--- src/rtl/rgsc_pkg.sv ---
// ----------------------------------------------------------------------------
// rgsc_pkg
// Shared types and constants of the reference-counted glyph slot cache.
// ----------------------------------------------------------------------------
package rgsc_pkg;

	// Field widths fixed by the request and result formats.
	localparam int KEY_W     = 21;
	localparam int REF_W     = 16;
	localparam int BASE_W    = 12;
	localparam int TILE_W    = 16;
	localparam int SLOTO_W   = 5;
	localparam int LIVEO_W   = 6;
	localparam int ENTRY_W   = KEY_W + REF_W;
	localparam int S_DATA_W  = 40;
	localparam int S_USER_W  = 2;
	localparam int M_DATA_W  = 32;
	localparam int M_USER_W  = 3;

	localparam logic [REF_W-1:0] REF_MAX = '1;

	// Request kinds.
	typedef enum logic [1:0] {
		REQ_ALLOC   = 2'd0,
		REQ_RELEASE = 2'd1,
		REQ_CLEAR   = 2'd2,
		REQ_NONE    = 2'd3
	} req_t;

	// Result status codes.
	typedef enum logic [2:0] {
		ST_HIT      = 3'd0,
		ST_NEW      = 3'd1,
		ST_NO_PAGE  = 3'd2,
		ST_REFUSED  = 3'd3,
		ST_UNMAPPED = 3'd4,
		ST_DONE     = 3'd5,
		ST_IGNORED  = 3'd6,
		ST_SPARE    = 3'd7
	} status_t;

	// One slot as held in the slot memory.
	typedef struct packed {
		logic [REF_W-1:0] refs;
		logic [KEY_W-1:0] key;
	} entry_t;

	// Verdict of the shared compare unit on one slot.
	typedef struct packed {
		logic             hit;
		logic             free;
		logic             live;
		logic             last_ref;
		logic [REF_W-1:0] refs_inc;
		logic [REF_W-1:0] refs_dec;
	} match_t;

endpackage

--- src/rtl/refcounted_glyph_slot_cache_core.sv ---
// ----------------------------------------------------------------------------
// refcounted_glyph_slot_cache_core
// Reference-counted slot cache keyed by codepoint, with slots in pages.
// ----------------------------------------------------------------------------
// One request is handled at a time; s_tready is high only while the block
// is idle. An allocate request scans the open pages one slot per cycle
// through the slot memory and a single compare unit; a hit ends the scan
// early, and while no page is open the scan is skipped. A release reads
// its slot and, if it is live, writes back the lowered count; an allocate
// of key zero or an unknown request goes straight to its result.
// A clear, and likewise the start-up after reset, sweeps the slot memory one
// slot per cycle through all SLOTS_PER_PAGE * MAX_PAGES slots, during which
// no request is accepted. A finished result waits in the output register
// while the next request is already being accepted and worked on.
// ----------------------------------------------------------------------------
module refcounted_glyph_slot_cache_core #(
	parameter int SLOTS_PER_PAGE = 16,
	parameter int MAX_PAGES      = 2
) (
	input  logic                            clk,
	input  logic                            arst_n,
	// Request channel.
	input  logic                            s_tvalid,
	output logic                            s_tready,
	// s_tdata, lowest bit first: codepoint[20:0], slot_select[25:21],
	// glyph_mapped[26], page_available[27], new_page_base[39:28].
	input  logic [rgsc_pkg::S_DATA_W-1:0]   s_tdata,
	// s_tuser: req_type[1:0].
	input  logic [rgsc_pkg::S_USER_W-1:0]   s_tuser,
	// Result channel.
	output logic                            m_tvalid,
	input  logic                            m_tready,
	// m_tdata, lowest bit first: tile_index[15:0], slot_number[20:16],
	// load_needed[21], live_slots[27:22], zero[31:28].
	output logic [rgsc_pkg::M_DATA_W-1:0]   m_tdata,
	// m_tuser: status[2:0].
	output logic [rgsc_pkg::M_USER_W-1:0]   m_tuser
);

	localparam int NSLOTS = SLOTS_PER_PAGE * MAX_PAGES;
	localparam int SW     = (NSLOTS > 1) ? $clog2(NSLOTS) : 1;
	localparam int OW     = (SLOTS_PER_PAGE > 1) ? $clog2(SLOTS_PER_PAGE) : 1;
	localparam int PW     = $clog2(MAX_PAGES + 1);
	localparam int PIW    = (MAX_PAGES > 1) ? $clog2(MAX_PAGES) : 1;
	localparam int LW     = $clog2(NSLOTS + 1);

	typedef enum logic [5:0] {
		SQ_CLR   = 6'b000001,
		SQ_IDLE  = 6'b000010,
		SQ_SCAN  = 6'b000100,
		SQ_ALLOC = 6'b001000,
		SQ_REL   = 6'b010000,
		SQ_DONE  = 6'b100000
	} state_t;

	// Request fields.
	logic [1:0]                    in_req;
	logic [rgsc_pkg::KEY_W-1:0]    in_cp;
	logic [4:0]                    in_slot;
	logic                          in_mapped;
	logic                          in_avail;
	logic [rgsc_pkg::BASE_W-1:0]   in_base;
	logic                          accept;
	logic                          slot_in_range;

	assign in_req    = s_tuser[1:0];
	assign in_cp     = s_tdata[20:0];
	assign in_slot   = s_tdata[25:21];
	assign in_mapped = s_tdata[26];
	assign in_avail  = s_tdata[27];
	assign in_base   = s_tdata[39:28];

	// Sequencer and request registers.
	state_t                        state_q;
	logic                          clr_report_q;
	logic [SW-1:0]                 scan_addr_q;
	logic [PW-1:0]                 page_q;
	logic [OW-1:0]                 off_q;
	logic                          issue_q;
	logic [PW-1:0]                 open_q;
	logic [LW-1:0]                 live_q;
	logic [rgsc_pkg::BASE_W-1:0]   page_base_q [MAX_PAGES];
	logic [rgsc_pkg::KEY_W-1:0]    cp_q;
	logic                          mapped_q;
	logic                          avail_q;
	logic [rgsc_pkg::BASE_W-1:0]   nbase_q;
	logic [SW-1:0]                 rel_addr_q;

	// Compare stage, which follows the memory address by one register.
	logic                          vld_s1;
	logic                          last_s1;
	logic [SW-1:0]                 addr_s1;
	logic [PIW-1:0]                page_s1;
	logic [OW-1:0]                 off_s1;

	// Best candidate of the scan.
	logic                          hit_q;
	logic                          free_q;
	logic [SW-1:0]                 fnd_addr_q;
	logic [PIW-1:0]                fnd_page_q;
	logic [OW-1:0]                 fnd_off_q;
	logic [rgsc_pkg::REF_W-1:0]    fnd_refs_q;

	// Pending result.
	rgsc_pkg::status_t             res_status_q;
	logic [SW-1:0]                 res_slot_q;
	logic [PIW-1:0]                res_page_q;
	logic [OW-1:0]                 res_off_q;
	logic                          res_load_q;

	// Output register.
	logic                          m_tvalid_q;
	logic [rgsc_pkg::M_DATA_W-1:0] m_tdata_q;
	logic [rgsc_pkg::M_USER_W-1:0] m_tuser_q;

	// Slot memory and compare unit.
	logic                          ram_we;
	logic [SW-1:0]                 ram_waddr;
	rgsc_pkg::entry_t              ram_wdata;
	logic [SW-1:0]                 ram_raddr;
	rgsc_pkg::entry_t              ram_rdata;
	rgsc_pkg::match_t              verdict;

	logic                          issue_wrap;
	logic                          issue_last;
	logic                          res_has_tile;
	logic [rgsc_pkg::TILE_W-1:0]   tile_calc;
	logic                          out_free;

	assign s_tready      = (state_q == SQ_IDLE);
	assign accept        = s_tvalid && s_tready;
	assign slot_in_range = (32'(in_slot) < NSLOTS);
	assign out_free      = !m_tvalid_q || m_tready;

	assign issue_wrap = (off_q == OW'(SLOTS_PER_PAGE - 1));
	assign issue_last = issue_wrap && ((page_q + PW'(1)) == open_q);

	rgsc_ram #(
		.WIDTH (rgsc_pkg::ENTRY_W),
		.DEPTH (NSLOTS),
		.AW    (SW)
	) u_slots (
		.clk   (clk),
		.we    (ram_we),
		.waddr (ram_waddr),
		.wdata (ram_wdata),
		.raddr (ram_raddr),
		.rdata (ram_rdata)
	);

	rgsc_match u_match (
		.entry     (ram_rdata),
		.codepoint (cp_q),
		.verdict   (verdict)
	);

	// Memory read address: the scan pointer while scanning, else the
	// release slot so that its entry is ready in the following cycle.
	assign ram_raddr = (state_q == SQ_SCAN) ? scan_addr_q : SW'(in_slot);

	// Memory writes: clearing sweep, count updates and slot fills.
	always_comb begin
		ram_we    = 1'b0;
		ram_waddr = scan_addr_q;
		ram_wdata = '0;
		unique case (state_q)
			SQ_CLR: begin
				ram_we = 1'b1;
			end
			SQ_ALLOC: begin
				if (hit_q) begin
					ram_we         = 1'b1;
					ram_waddr      = fnd_addr_q;
					ram_wdata.key  = cp_q;
					ram_wdata.refs = fnd_refs_q;
				end else if (mapped_q &&
						(free_q || ((32'(open_q) < MAX_PAGES) && avail_q))) begin
					ram_we         = 1'b1;
					ram_waddr      = free_q ? fnd_addr_q : scan_addr_q;
					ram_wdata.key  = cp_q;
					ram_wdata.refs = rgsc_pkg::REF_W'(1);
				end
			end
			SQ_REL: begin
				ram_we         = verdict.live;
				ram_waddr      = rel_addr_q;
				ram_wdata.key  = verdict.last_ref ? '0 : ram_rdata.key;
				ram_wdata.refs = verdict.refs_dec;
			end
			SQ_IDLE, SQ_SCAN, SQ_DONE: begin
				ram_we = 1'b0;
			end
			default: begin
				ram_we = 1'b0;
			end
		endcase
	end

	// Tile of the pending result.
	assign res_has_tile = (res_status_q == rgsc_pkg::ST_HIT) ||
		(res_status_q == rgsc_pkg::ST_NEW);
	assign tile_calc = rgsc_pkg::TILE_W'((32'(page_base_q[res_page_q]) * SLOTS_PER_PAGE)
		+ 32'(res_off_q));

	// Page base table; only open pages are ever read.
	always_ff @(posedge clk) begin
		if ((state_q == SQ_ALLOC) && !hit_q && !free_q &&
				(32'(open_q) < MAX_PAGES) && avail_q) begin
			page_base_q[open_q[PIW-1:0]] <= nbase_q;
		end
	end

	// Request capture, compare stage and scan candidate.
	always_ff @(posedge clk) begin
		if (accept) begin
			cp_q       <= in_cp;
			mapped_q   <= in_mapped;
			avail_q    <= in_avail;
			nbase_q    <= in_base;
			rel_addr_q <= SW'(in_slot);
		end
		addr_s1 <= scan_addr_q;
		page_s1 <= page_q[PIW-1:0];
		off_s1  <= off_q;
		last_s1 <= issue_last;
		if ((state_q == SQ_SCAN) && vld_s1) begin
			if (verdict.hit || (verdict.free && !free_q)) begin
				fnd_addr_q <= addr_s1;
				fnd_page_q <= page_s1;
				fnd_off_q  <= off_s1;
				fnd_refs_q <= verdict.refs_inc;
			end
		end
	end

	// Main sequencer.
	always_ff @(posedge clk or negedge arst_n) begin
		if (!arst_n) begin
			state_q      <= SQ_CLR;
			clr_report_q <= 1'b0;
			scan_addr_q  <= '0;
			page_q       <= '0;
			off_q        <= '0;
			issue_q      <= 1'b0;
			vld_s1       <= 1'b0;
			open_q       <= '0;
			live_q       <= '0;
			hit_q        <= 1'b0;
			free_q       <= 1'b0;
			res_status_q <= rgsc_pkg::ST_DONE;
			res_slot_q   <= '0;
			res_page_q   <= '0;
			res_off_q    <= '0;
			res_load_q   <= 1'b0;
			m_tvalid_q   <= 1'b0;
			m_tdata_q    <= '0;
			m_tuser_q    <= '0;
		end else begin
			vld_s1 <= (state_q == SQ_SCAN) && issue_q;
			// Load the output register once it is free, else drop a taken result.
			if ((state_q == SQ_DONE) && out_free) begin
				m_tvalid_q <= 1'b1;
				m_tuser_q  <= res_status_q;
				m_tdata_q  <= {4'd0, rgsc_pkg::LIVEO_W'(live_q), res_load_q,
					res_has_tile ? rgsc_pkg::SLOTO_W'(res_slot_q) : rgsc_pkg::SLOTO_W'(0),
					res_has_tile ? tile_calc : rgsc_pkg::TILE_W'(0)};
			end else if (m_tvalid_q && m_tready) begin
				m_tvalid_q <= 1'b0;
			end
			unique case (state_q)
				// Zero every slot, one per cycle.
				SQ_CLR: begin
					scan_addr_q <= scan_addr_q + SW'(1);
					if (scan_addr_q == SW'(NSLOTS - 1)) begin
						open_q       <= '0;
						live_q       <= '0;
						res_status_q <= rgsc_pkg::ST_DONE;
						res_load_q   <= 1'b0;
						state_q      <= clr_report_q ? SQ_DONE : SQ_IDLE;
					end
				end
				// Take a request and route it.
				SQ_IDLE: begin
					res_load_q <= 1'b0;
					if (accept) begin
						case (in_req)
							rgsc_pkg::REQ_ALLOC: begin
								hit_q       <= 1'b0;
								free_q      <= 1'b0;
								scan_addr_q <= '0;
								page_q      <= '0;
								off_q       <= '0;
								issue_q     <= 1'b1;
								if (in_cp == '0) begin
									res_status_q <= rgsc_pkg::ST_UNMAPPED;
									state_q      <= SQ_DONE;
								end else if (open_q == '0) begin
									state_q <= SQ_ALLOC;
								end else begin
									state_q <= SQ_SCAN;
								end
							end
							rgsc_pkg::REQ_RELEASE: begin
								if (slot_in_range) begin
									state_q <= SQ_REL;
								end else begin
									res_status_q <= rgsc_pkg::ST_IGNORED;
									state_q      <= SQ_DONE;
								end
							end
							rgsc_pkg::REQ_CLEAR: begin
								scan_addr_q  <= '0;
								clr_report_q <= 1'b1;
								state_q      <= SQ_CLR;
							end
							default: begin
								res_status_q <= rgsc_pkg::ST_DONE;
								state_q      <= SQ_DONE;
							end
						endcase
					end
				end
				// Issue one slot per cycle and judge the slot read last cycle.
				SQ_SCAN: begin
					if (issue_q) begin
						scan_addr_q <= scan_addr_q + SW'(1);
						if (issue_wrap) begin
							off_q  <= '0;
							page_q <= page_q + PW'(1);
						end else begin
							off_q <= off_q + OW'(1);
						end
						if (issue_last) begin
							issue_q <= 1'b0;
						end
					end
					if (vld_s1) begin
						if (verdict.hit) begin
							hit_q   <= 1'b1;
							state_q <= SQ_ALLOC;
						end else begin
							if (verdict.free) begin
								free_q <= 1'b1;
							end
							if (last_s1) begin
								state_q <= SQ_ALLOC;
							end
						end
					end
				end
				// Decide the allocation; the memory write happens here.
				SQ_ALLOC: begin
					state_q <= SQ_DONE;
					if (hit_q) begin
						res_status_q <= rgsc_pkg::ST_HIT;
						res_slot_q   <= fnd_addr_q;
						res_page_q   <= fnd_page_q;
						res_off_q    <= fnd_off_q;
					end else if (free_q) begin
						if (mapped_q) begin
							res_status_q <= rgsc_pkg::ST_NEW;
							res_slot_q   <= fnd_addr_q;
							res_page_q   <= fnd_page_q;
							res_off_q    <= fnd_off_q;
							res_load_q   <= 1'b1;
							live_q       <= live_q + LW'(1);
						end else begin
							res_status_q <= rgsc_pkg::ST_UNMAPPED;
						end
					end else if (32'(open_q) >= MAX_PAGES) begin
						res_status_q <= rgsc_pkg::ST_NO_PAGE;
					end else if (!avail_q) begin
						res_status_q <= rgsc_pkg::ST_REFUSED;
					end else begin
						// The new page stays open even for an unmapped glyph.
						open_q <= open_q + PW'(1);
						if (mapped_q) begin
							res_status_q <= rgsc_pkg::ST_NEW;
							res_slot_q   <= scan_addr_q;
							res_page_q   <= open_q[PIW-1:0];
							res_off_q    <= '0;
							res_load_q   <= 1'b1;
							live_q       <= live_q + LW'(1);
						end else begin
							res_status_q <= rgsc_pkg::ST_UNMAPPED;
						end
					end
				end
				// Drop one reference; the slot is freed at zero.
				SQ_REL: begin
					state_q <= SQ_DONE;
					if (verdict.live) begin
						res_status_q <= rgsc_pkg::ST_DONE;
						if (verdict.last_ref && (live_q != '0)) begin
							live_q <= live_q - LW'(1);
						end
					end else begin
						res_status_q <= rgsc_pkg::ST_IGNORED;
					end
				end
				// Wait until the result has moved into the output register.
				SQ_DONE: begin
					if (out_free) begin
						state_q <= SQ_IDLE;
					end
				end
				default: begin
					state_q <= SQ_IDLE;
				end
			endcase
		end
	end

	assign m_tvalid = m_tvalid_q;
	assign m_tdata  = m_tdata_q;
	assign m_tuser  = m_tuser_q;

endmodule

--- src/rtl/rgsc_ram.sv ---
// ----------------------------------------------------------------------------
// rgsc_ram
// Generic single-write, single-read memory with a registered read port.
// ----------------------------------------------------------------------------
module rgsc_ram #(
	parameter int WIDTH = 8,
	parameter int DEPTH = 16,
	parameter int AW    = (DEPTH > 1) ? $clog2(DEPTH) : 1
) (
	input  logic             clk,
	input  logic             we,
	input  logic [AW-1:0]    waddr,
	input  logic [WIDTH-1:0] wdata,
	input  logic [AW-1:0]    raddr,
	output logic [WIDTH-1:0] rdata
);

	logic [WIDTH-1:0] mem_q [DEPTH];
	logic [WIDTH-1:0] rdata_q;

	// Write port and registered read port.
	always_ff @(posedge clk) begin
		if (we) begin
			mem_q[waddr] <= wdata;
		end
		rdata_q <= mem_q[raddr];
	end

	assign rdata = rdata_q;

endmodule

--- src/rtl/rgsc_match.sv ---
// ----------------------------------------------------------------------------
// rgsc_match
// Shared slot compare unit: key match, free test and count update.
// ----------------------------------------------------------------------------
module rgsc_match (
	input  rgsc_pkg::entry_t              entry,
	input  logic [rgsc_pkg::KEY_W-1:0]    codepoint,
	output rgsc_pkg::match_t              verdict
);

	logic live;

	assign live = (entry.refs != '0);

	// A hit needs a live slot; the count saturates on increment.
	always_comb begin
		verdict.hit      = live && (entry.key == codepoint);
		verdict.free     = (entry.key == '0);
		verdict.live     = live;
		verdict.last_ref = (entry.refs == rgsc_pkg::REF_W'(1));
		verdict.refs_inc = (entry.refs == rgsc_pkg::REF_MAX) ? entry.refs
			: entry.refs + rgsc_pkg::REF_W'(1);
		verdict.refs_dec = entry.refs - rgsc_pkg::REF_W'(1);
	end

endmodule
--- config.mk ---
export PLATFORM = sky130hd
export DESIGN_NAME = refcounted_glyph_slot_cache_core
export DESIGN_NICKNAME = d
export VERILOG_FILES = /design/src/rtl/rgsc_pkg.sv /design/src/rtl/refcounted_glyph_slot_cache_core.sv /design/src/rtl/rgsc_ram.sv /design/src/rtl/rgsc_match.sv
export SDC_FILE = /design/constraint.sdc
export NUM_CORES = 2
export LEC_CHECK = 0
export ABC_AREA = 1
export BUFFER_PORTS_ARGS = -buffer_cell sky130_fd_sc_hd__buf_2
export CAP_MARGIN = 0
export CORE_MARGIN = 2
export CORE_UTILIZATION = 59
export CTS_BUF_LIST = sky130_fd_sc_hd__clkbuf_8
export CTS_CLUSTER_SIZE = 25
export DETAILED_ROUTE_END_ITERATION = 10
export HOLD_SLACK_MARGIN = 0.05
export PLACE_DENSITY_LB_ADDON = 0.05
export SLEW_MARGIN = 0
export SYNTH_ARGS = -nofsm -noshare
export SYNTH_HDL_FRONTEND = slang
export SYNTH_SLANG_ARGS = --single-unit
--- constraint.sdc ---
create_clock -name clk -period 3.5 [get_ports clk]
set_input_delay 0.175 -clock clk [delete_from_list [all_inputs] [get_ports clk]]
set_output_delay 0.175 -clock clk [all_outputs]
set_load 0.05 [all_outputs]
==> tab_implementation.tex <==
\begin{tabular}{lr}
\hline
Metric & Value \\
\hline
\multicolumn{2}{l}{\textbf{Outcome}} \\
Status & completed \\
\multicolumn{2}{l}{\textbf{STA}} \\
Highest achievable clock rate & 0.313 GHz \\
Slew HR & 20.9\% \\
Setup TNS after final layout & 0 ns \\
Hold violation total from the final report & 0 \\
Worst-case setup margin in the final layout & 0.303 ns \\
Final critical-path share of the clock period & 91.4\% \\
Unrepaired setup endpoints after global routing & no \\
Max-slew violation total from the final report & 0 \\
Fin crit period & 3.20 ns \\
Final setup violation count & 0 \\
Transition time at the pin with the least slew margin & 1.19 ns \\
Final clock skew & 0.0471 ns \\
\multicolumn{2}{l}{\textbf{Worst setup path}} \\
Delay contributed by the slowest stage of the critical path & 0.71 ns \\
Most common cell type on the critical path & sky130\_fd\_sc\_hd\_\_nand2\_1 \\
Highest fanout seen on the critical path & 32 \\
CP endpoint kind & flip-flop \\
Startpoint Class & flip-flop \\
Slowest library cell on the worst path & sky130\_fd\_sc\_hd\_\_dfxtp\_1 \\
Startpoint-to-endpoint class of the critical path & flip-flop to flip-flop \\
WP data arrival & 3.81 ns \\
Crit path cell chain & inv\_1, nand2\_1, inv\_1, nand2\_1, nor3\_1, nand3\_2, nand2\_1, o21ai\_1, buf\_4 \\
Crit path required time & 4.11 ns \\
\multicolumn{2}{l}{\textbf{Yosys}} \\
Gate count after technology mapping & 5,989 \\
Fraction of synthesized cell area in xor and xnor cells & 0.457\% \\
Sequential share of the synthesized area & 67.1\% \\
Mux contribution to synthesized area & 0.0899\% \\
Unique cell type count in the Yosys netlist & 49 \\
Asr flop ratio synth & 5.44\% \\
Top cell type by total area after synthesis & sky130\_fd\_sc\_hd\_\_edfxtp\_1 \\
Number of synthesis warnings & 0 \\
Commonest register cell after synthesis & sky130\_fd\_sc\_hd\_\_edfxtp\_1 \\
Top post-synthesis cells by area & sky130\_fd\_sc\_hd\_\_edfxtp\_1 (62\%), sky130\_fd\_sc\_hd\_\_nand3\_1 (9.3\%), sky130\_fd\_sc\_hd\_\_nand2\_1 (8.8\%), sky130\_fd\_sc\_hd\_\_inv\_1 (7.5\%), sky130\_fd\_sc\_hd\_\_dfrtp\_1 (3.0\%) \\
Fraction of the mapped netlist area in simple logic gates & 20.5\% \\
Post-Synthesis Mean Instance Area & 10.2 um2 \\
Combinational family with the most area after synthesis & simple AND/OR/NAND/NOR gates \\
Flip-flop and latch count after synthesis & 1,398 \\
Area share of the largest cell type after synthesis & 62.4\% \\
Area share of fa/ha/maj cells after synthesis & 0.400\% \\
Mapped Area & 61,300 um2 \\
Share of the synthesized area in compound gates (AO/OA/AOI/OAI) & 1.61\% \\
EDFF count, synth & 1,274 \\
\multicolumn{2}{l}{\textbf{Drt}} \\
First-iteration detailed-routing DRC count & 4,502 \\
Routed WL per cell & 21.4 um \\
Number of optimization iterations in the first detailed-route pass & 6 \\
DRC violation count after routing & 0 \\
Antenna Nets Post-Route & 0 \\
Vias per cell & 5.48 \\
Vias & 42,900 \\
Final WL & 168 mm \\
\multicolumn{2}{l}{\textbf{Clock tree}} \\
H-tree lvl count & 4 \\
Number of buffers between clock root and the deepest sink & 3 \\
Number of instances resized during post-cts repair & 0 \\
Count of buffers added by post-CTS timing repair for setup & 0 \\
Inserted Clock Buffers & 219 \\
TritonCTS clock tree & yes \\
Clock-pin slew on the worst setup and hold paths & 0.06 ns \\
CTS Sinks & 1,398 \\
Worst-Skew Late Latency & 0.90 ns \\
Clock root buffer & sky130\_fd\_sc\_hd\_\_clkbuf\_8 \\
\multicolumn{2}{l}{\textbf{Power and ir drop}} \\
Power density of the placed cells & 611 nW/um2 \\
Post-route total power & 42.5 mW \\
Leakage power figure & 30.3 nW \\
Largest vdd supply drop & 448 uV \\
\multicolumn{2}{l}{\textbf{Global route}} \\
Largest net degree at the start of global routing & 99 \\
Overall track demand over capacity in global routing & 31.7\% \\
Global-route wire length before repair & 253 mm \\
Initial antenna violation count & 4 \\
Grt ovf & 0 \\
Number of global-route vias before repair & 41,600 \\
\multicolumn{2}{l}{\textbf{Final layout}} \\
Final \#Nets & 6,335 \\
Synthesis-to-layout area growth & 13.5\% \\
Layout cell share with drive strength beyond 1 & 9.84\% \\
Area of combinational cells with multiple inputs & 14,600 um2 \\
Count of fill cells added during filler insertion & 7,891 \\
Register area & 41,100 um2 \\
\multicolumn{2}{l}{\textbf{Place}} \\
Total of buffers placed on input and output ports & 78 \\
Placer's final routability congestion estimate & 0.873 \\
Place WS & 0.402 ns \\
Hpwl dp & 99.2 mm \\
\multicolumn{2}{l}{\textbf{Floorplan}} \\
Standard cell core area & 103,000 um2 \\
X dimension of the die & 326 um \\
Initial core utilization & 59.4\% \\
Number of top-level pins & 83 \\
Die Y & 326 um \\
DIE AREA & 106,000 um2 \\
Number of rows in the core area & 118 \\
\multicolumn{2}{l}{\textbf{Job}} \\
Max-capacitance violation count & 0 \\
\multicolumn{2}{l}{\textbf{Worst hold path}} \\
Hold Crit Class & input pin to flip-flop \\
\hline
\end{tabular}
-- cell type report --
type / instances / share of cell area (%)
diodes: 3 / 0.0108
inverters: 1225 / 6.62
clock inverters: 168 / 1.24
flip-flops and latches: 1398 / 59.1
repair buffers: 352 / 4.78
well taps: 1380 / 2.48
multi-input cells: 3074 / 21.0
clock buffers: 239 / 4.73
-- timing repair --
item	4_1_cts	5_1_grt
endpoints found under the setup margin	0	0
endpoints found under the hold margin	185	0
hold buffers	87	0
-- state kept, by name, summed over array words and instances, names as in the netlist, 2 cells and up --
name           cells
fnd_off_q          4
page_base_q       24
u_slots.mem_q   1184
state_q            6
cp_q              21
nbase_q           12
page_q             2
open_q             2
off_s1             4
live_q             6
res_status_q       3
fnd_addr_q         5
addr_s1            5
u_slots.rdata     37
res_slot_q         5
fnd_refs_q        16
res_off_q          4
m_tdata           28
m_tuser            3
scan_addr_q        5
off_q              4
rel_addr_q         5
-- synthesized netlist by cell type (20+ instances only) --
library cell	number
sky130_fd_sc_hd__nand3_1	1142
sky130_fd_sc_hd__xor2_1	21
sky130_fd_sc_hd__o22ai_1	23
sky130_fd_sc_hd__buf_4	22
sky130_fd_sc_hd__clkbuf_1	89
sky130_fd_sc_hd__inv_1	1218
sky130_fd_sc_hd__dfxtp_1	48
sky130_fd_sc_hd__edfxtp_1	1274
sky130_fd_sc_hd__nor2_1	142
sky130_fd_sc_hd__dfrtp_1	73
sky130_fd_sc_hd__a21oi_1	20
sky130_fd_sc_hd__buf_2	169
sky130_fd_sc_hd__nand2_1	1437
sky130_fd_sc_hd__o21ai_0	67
sky130_fd_sc_hd__nand3b_1	77
-- through the flow --
step / cells / utilization (%) / area [um2] / hold slack [ns]
finish: 7839 / 67.4 / 69600 / 0.131
global route: 7838 / 67.4 / 69600 / 0.0933
CTS: 7836 / 67.4 / 69600 / 0.0518
detailed placement: 7342 / 62.5 / 64500 / 0.356
global placement: 7342 / 62.5 / 64500 / 0.353
floorplan: 5992 / - / 61300 / -0.121
-- power breakdown --
group / internal (mW) / total [mW] / switching, mW
clock: 6.64 / 13.0 / 6.40
combinational: 2.60 / 9.39 / 6.79
sequential: 19.3 / 20.1 / 0.796
-- cells in the final DEF (no fill, tap or decap), types with 11 or more instances in the layout --
master                          netlist  layout
sky130_fd_sc_hd__a21oi_1             20      19
sky130_fd_sc_hd__buf_12               0      51
sky130_fd_sc_hd__buf_2              169      77
sky130_fd_sc_hd__buf_4               22     137
sky130_fd_sc_hd__clkbuf_8             0     239
sky130_fd_sc_hd__clkinv_1             2      39
sky130_fd_sc_hd__clkinv_2             0      25
sky130_fd_sc_hd__dfrtp_1             73      73
sky130_fd_sc_hd__dfxtp_1             48      48
sky130_fd_sc_hd__dlygate4sd3_1        0      86
sky130_fd_sc_hd__edfxtp_1          1274    1274
sky130_fd_sc_hd__ha_1                18      18
sky130_fd_sc_hd__inv_1             1218    1306
sky130_fd_sc_hd__nand2_1           1437    1436
sky130_fd_sc_hd__nand3_1           1142    1142
sky130_fd_sc_hd__nand3b_1            77      77
sky130_fd_sc_hd__nand4_1             17      17
sky130_fd_sc_hd__nor2_1             142     109
sky130_fd_sc_hd__nor2_4               2      35
sky130_fd_sc_hd__nor3_1              14      14
sky130_fd_sc_hd__nor4_1              12      12
sky130_fd_sc_hd__o21ai_0             67      53
sky130_fd_sc_hd__o22ai_1             23      12
sky130_fd_sc_hd__o22ai_2              0      11
sky130_fd_sc_hd__o31ai_1             18      15
sky130_fd_sc_hd__xnor2_1             11      11
sky130_fd_sc_hd__xor2_1              21      21
-- critical path, delay by kind of cell, from the launching register on --
family / cells / cell delay (ns)
buffers and inverters: 3 / 0.71
AO/OA/AOI/OAI: 1 / 0.37
AND/OR/NAND/NOR: 5 / 1.09
flip-flops: 1 / 0.71
-- layer usage --
layer,track usage [%],vias up,part of all wire [%]
met5,0,-,0.0077
met1,41.9,20500,40
li1,-,20100,-
met2,51.8,1886,48
met3,4.66,411,7.4
met4,15.9,2,5.0
-- path summary, 6_finish.rpt --
path                       depth (start not counted)                             end  slack [ns]                  startpoint
max                                                9  u_slots.mem_q[4][15]$_DFFE_PP_        0.30   u_slots.rdata[26]$_DFF_P_
min reg2reg                                        0              addr_s1[4]$_DFF_P_        0.40  scan_addr_q[4]$_DFFE_PN0P_
max reg2reg                                        9  u_slots.mem_q[4][15]$_DFFE_PP_        0.30   u_slots.rdata[26]$_DFF_P_
min in group asynchronous                          3     res_status_q[0]$_DFFE_PN1P_        0.42                      arst_n
min                                                2         rel_addr_q[1]$_DFFE_PP_        0.13                 s_tdata[22]
max in group asynchronous                          4      scan_addr_q[2]$_DFFE_PN0P_        2.67                      arst_n
-- kinds of logic (layout without fill, tap and decap cells) --
logic type	after synthesis	count (layout)
AO/OA/AOI/OAI	161	161
XOR/XNOR	32	32
adder cells (fa/ha/maj)	19	19
buffers and inverters	1520	1984
flip-flops	1398	1398
multiplexers	5	5
other	1	7
AND/OR/NAND/NOR	2853	2853
Note: power is estimated with default switching activity, not from simulation.
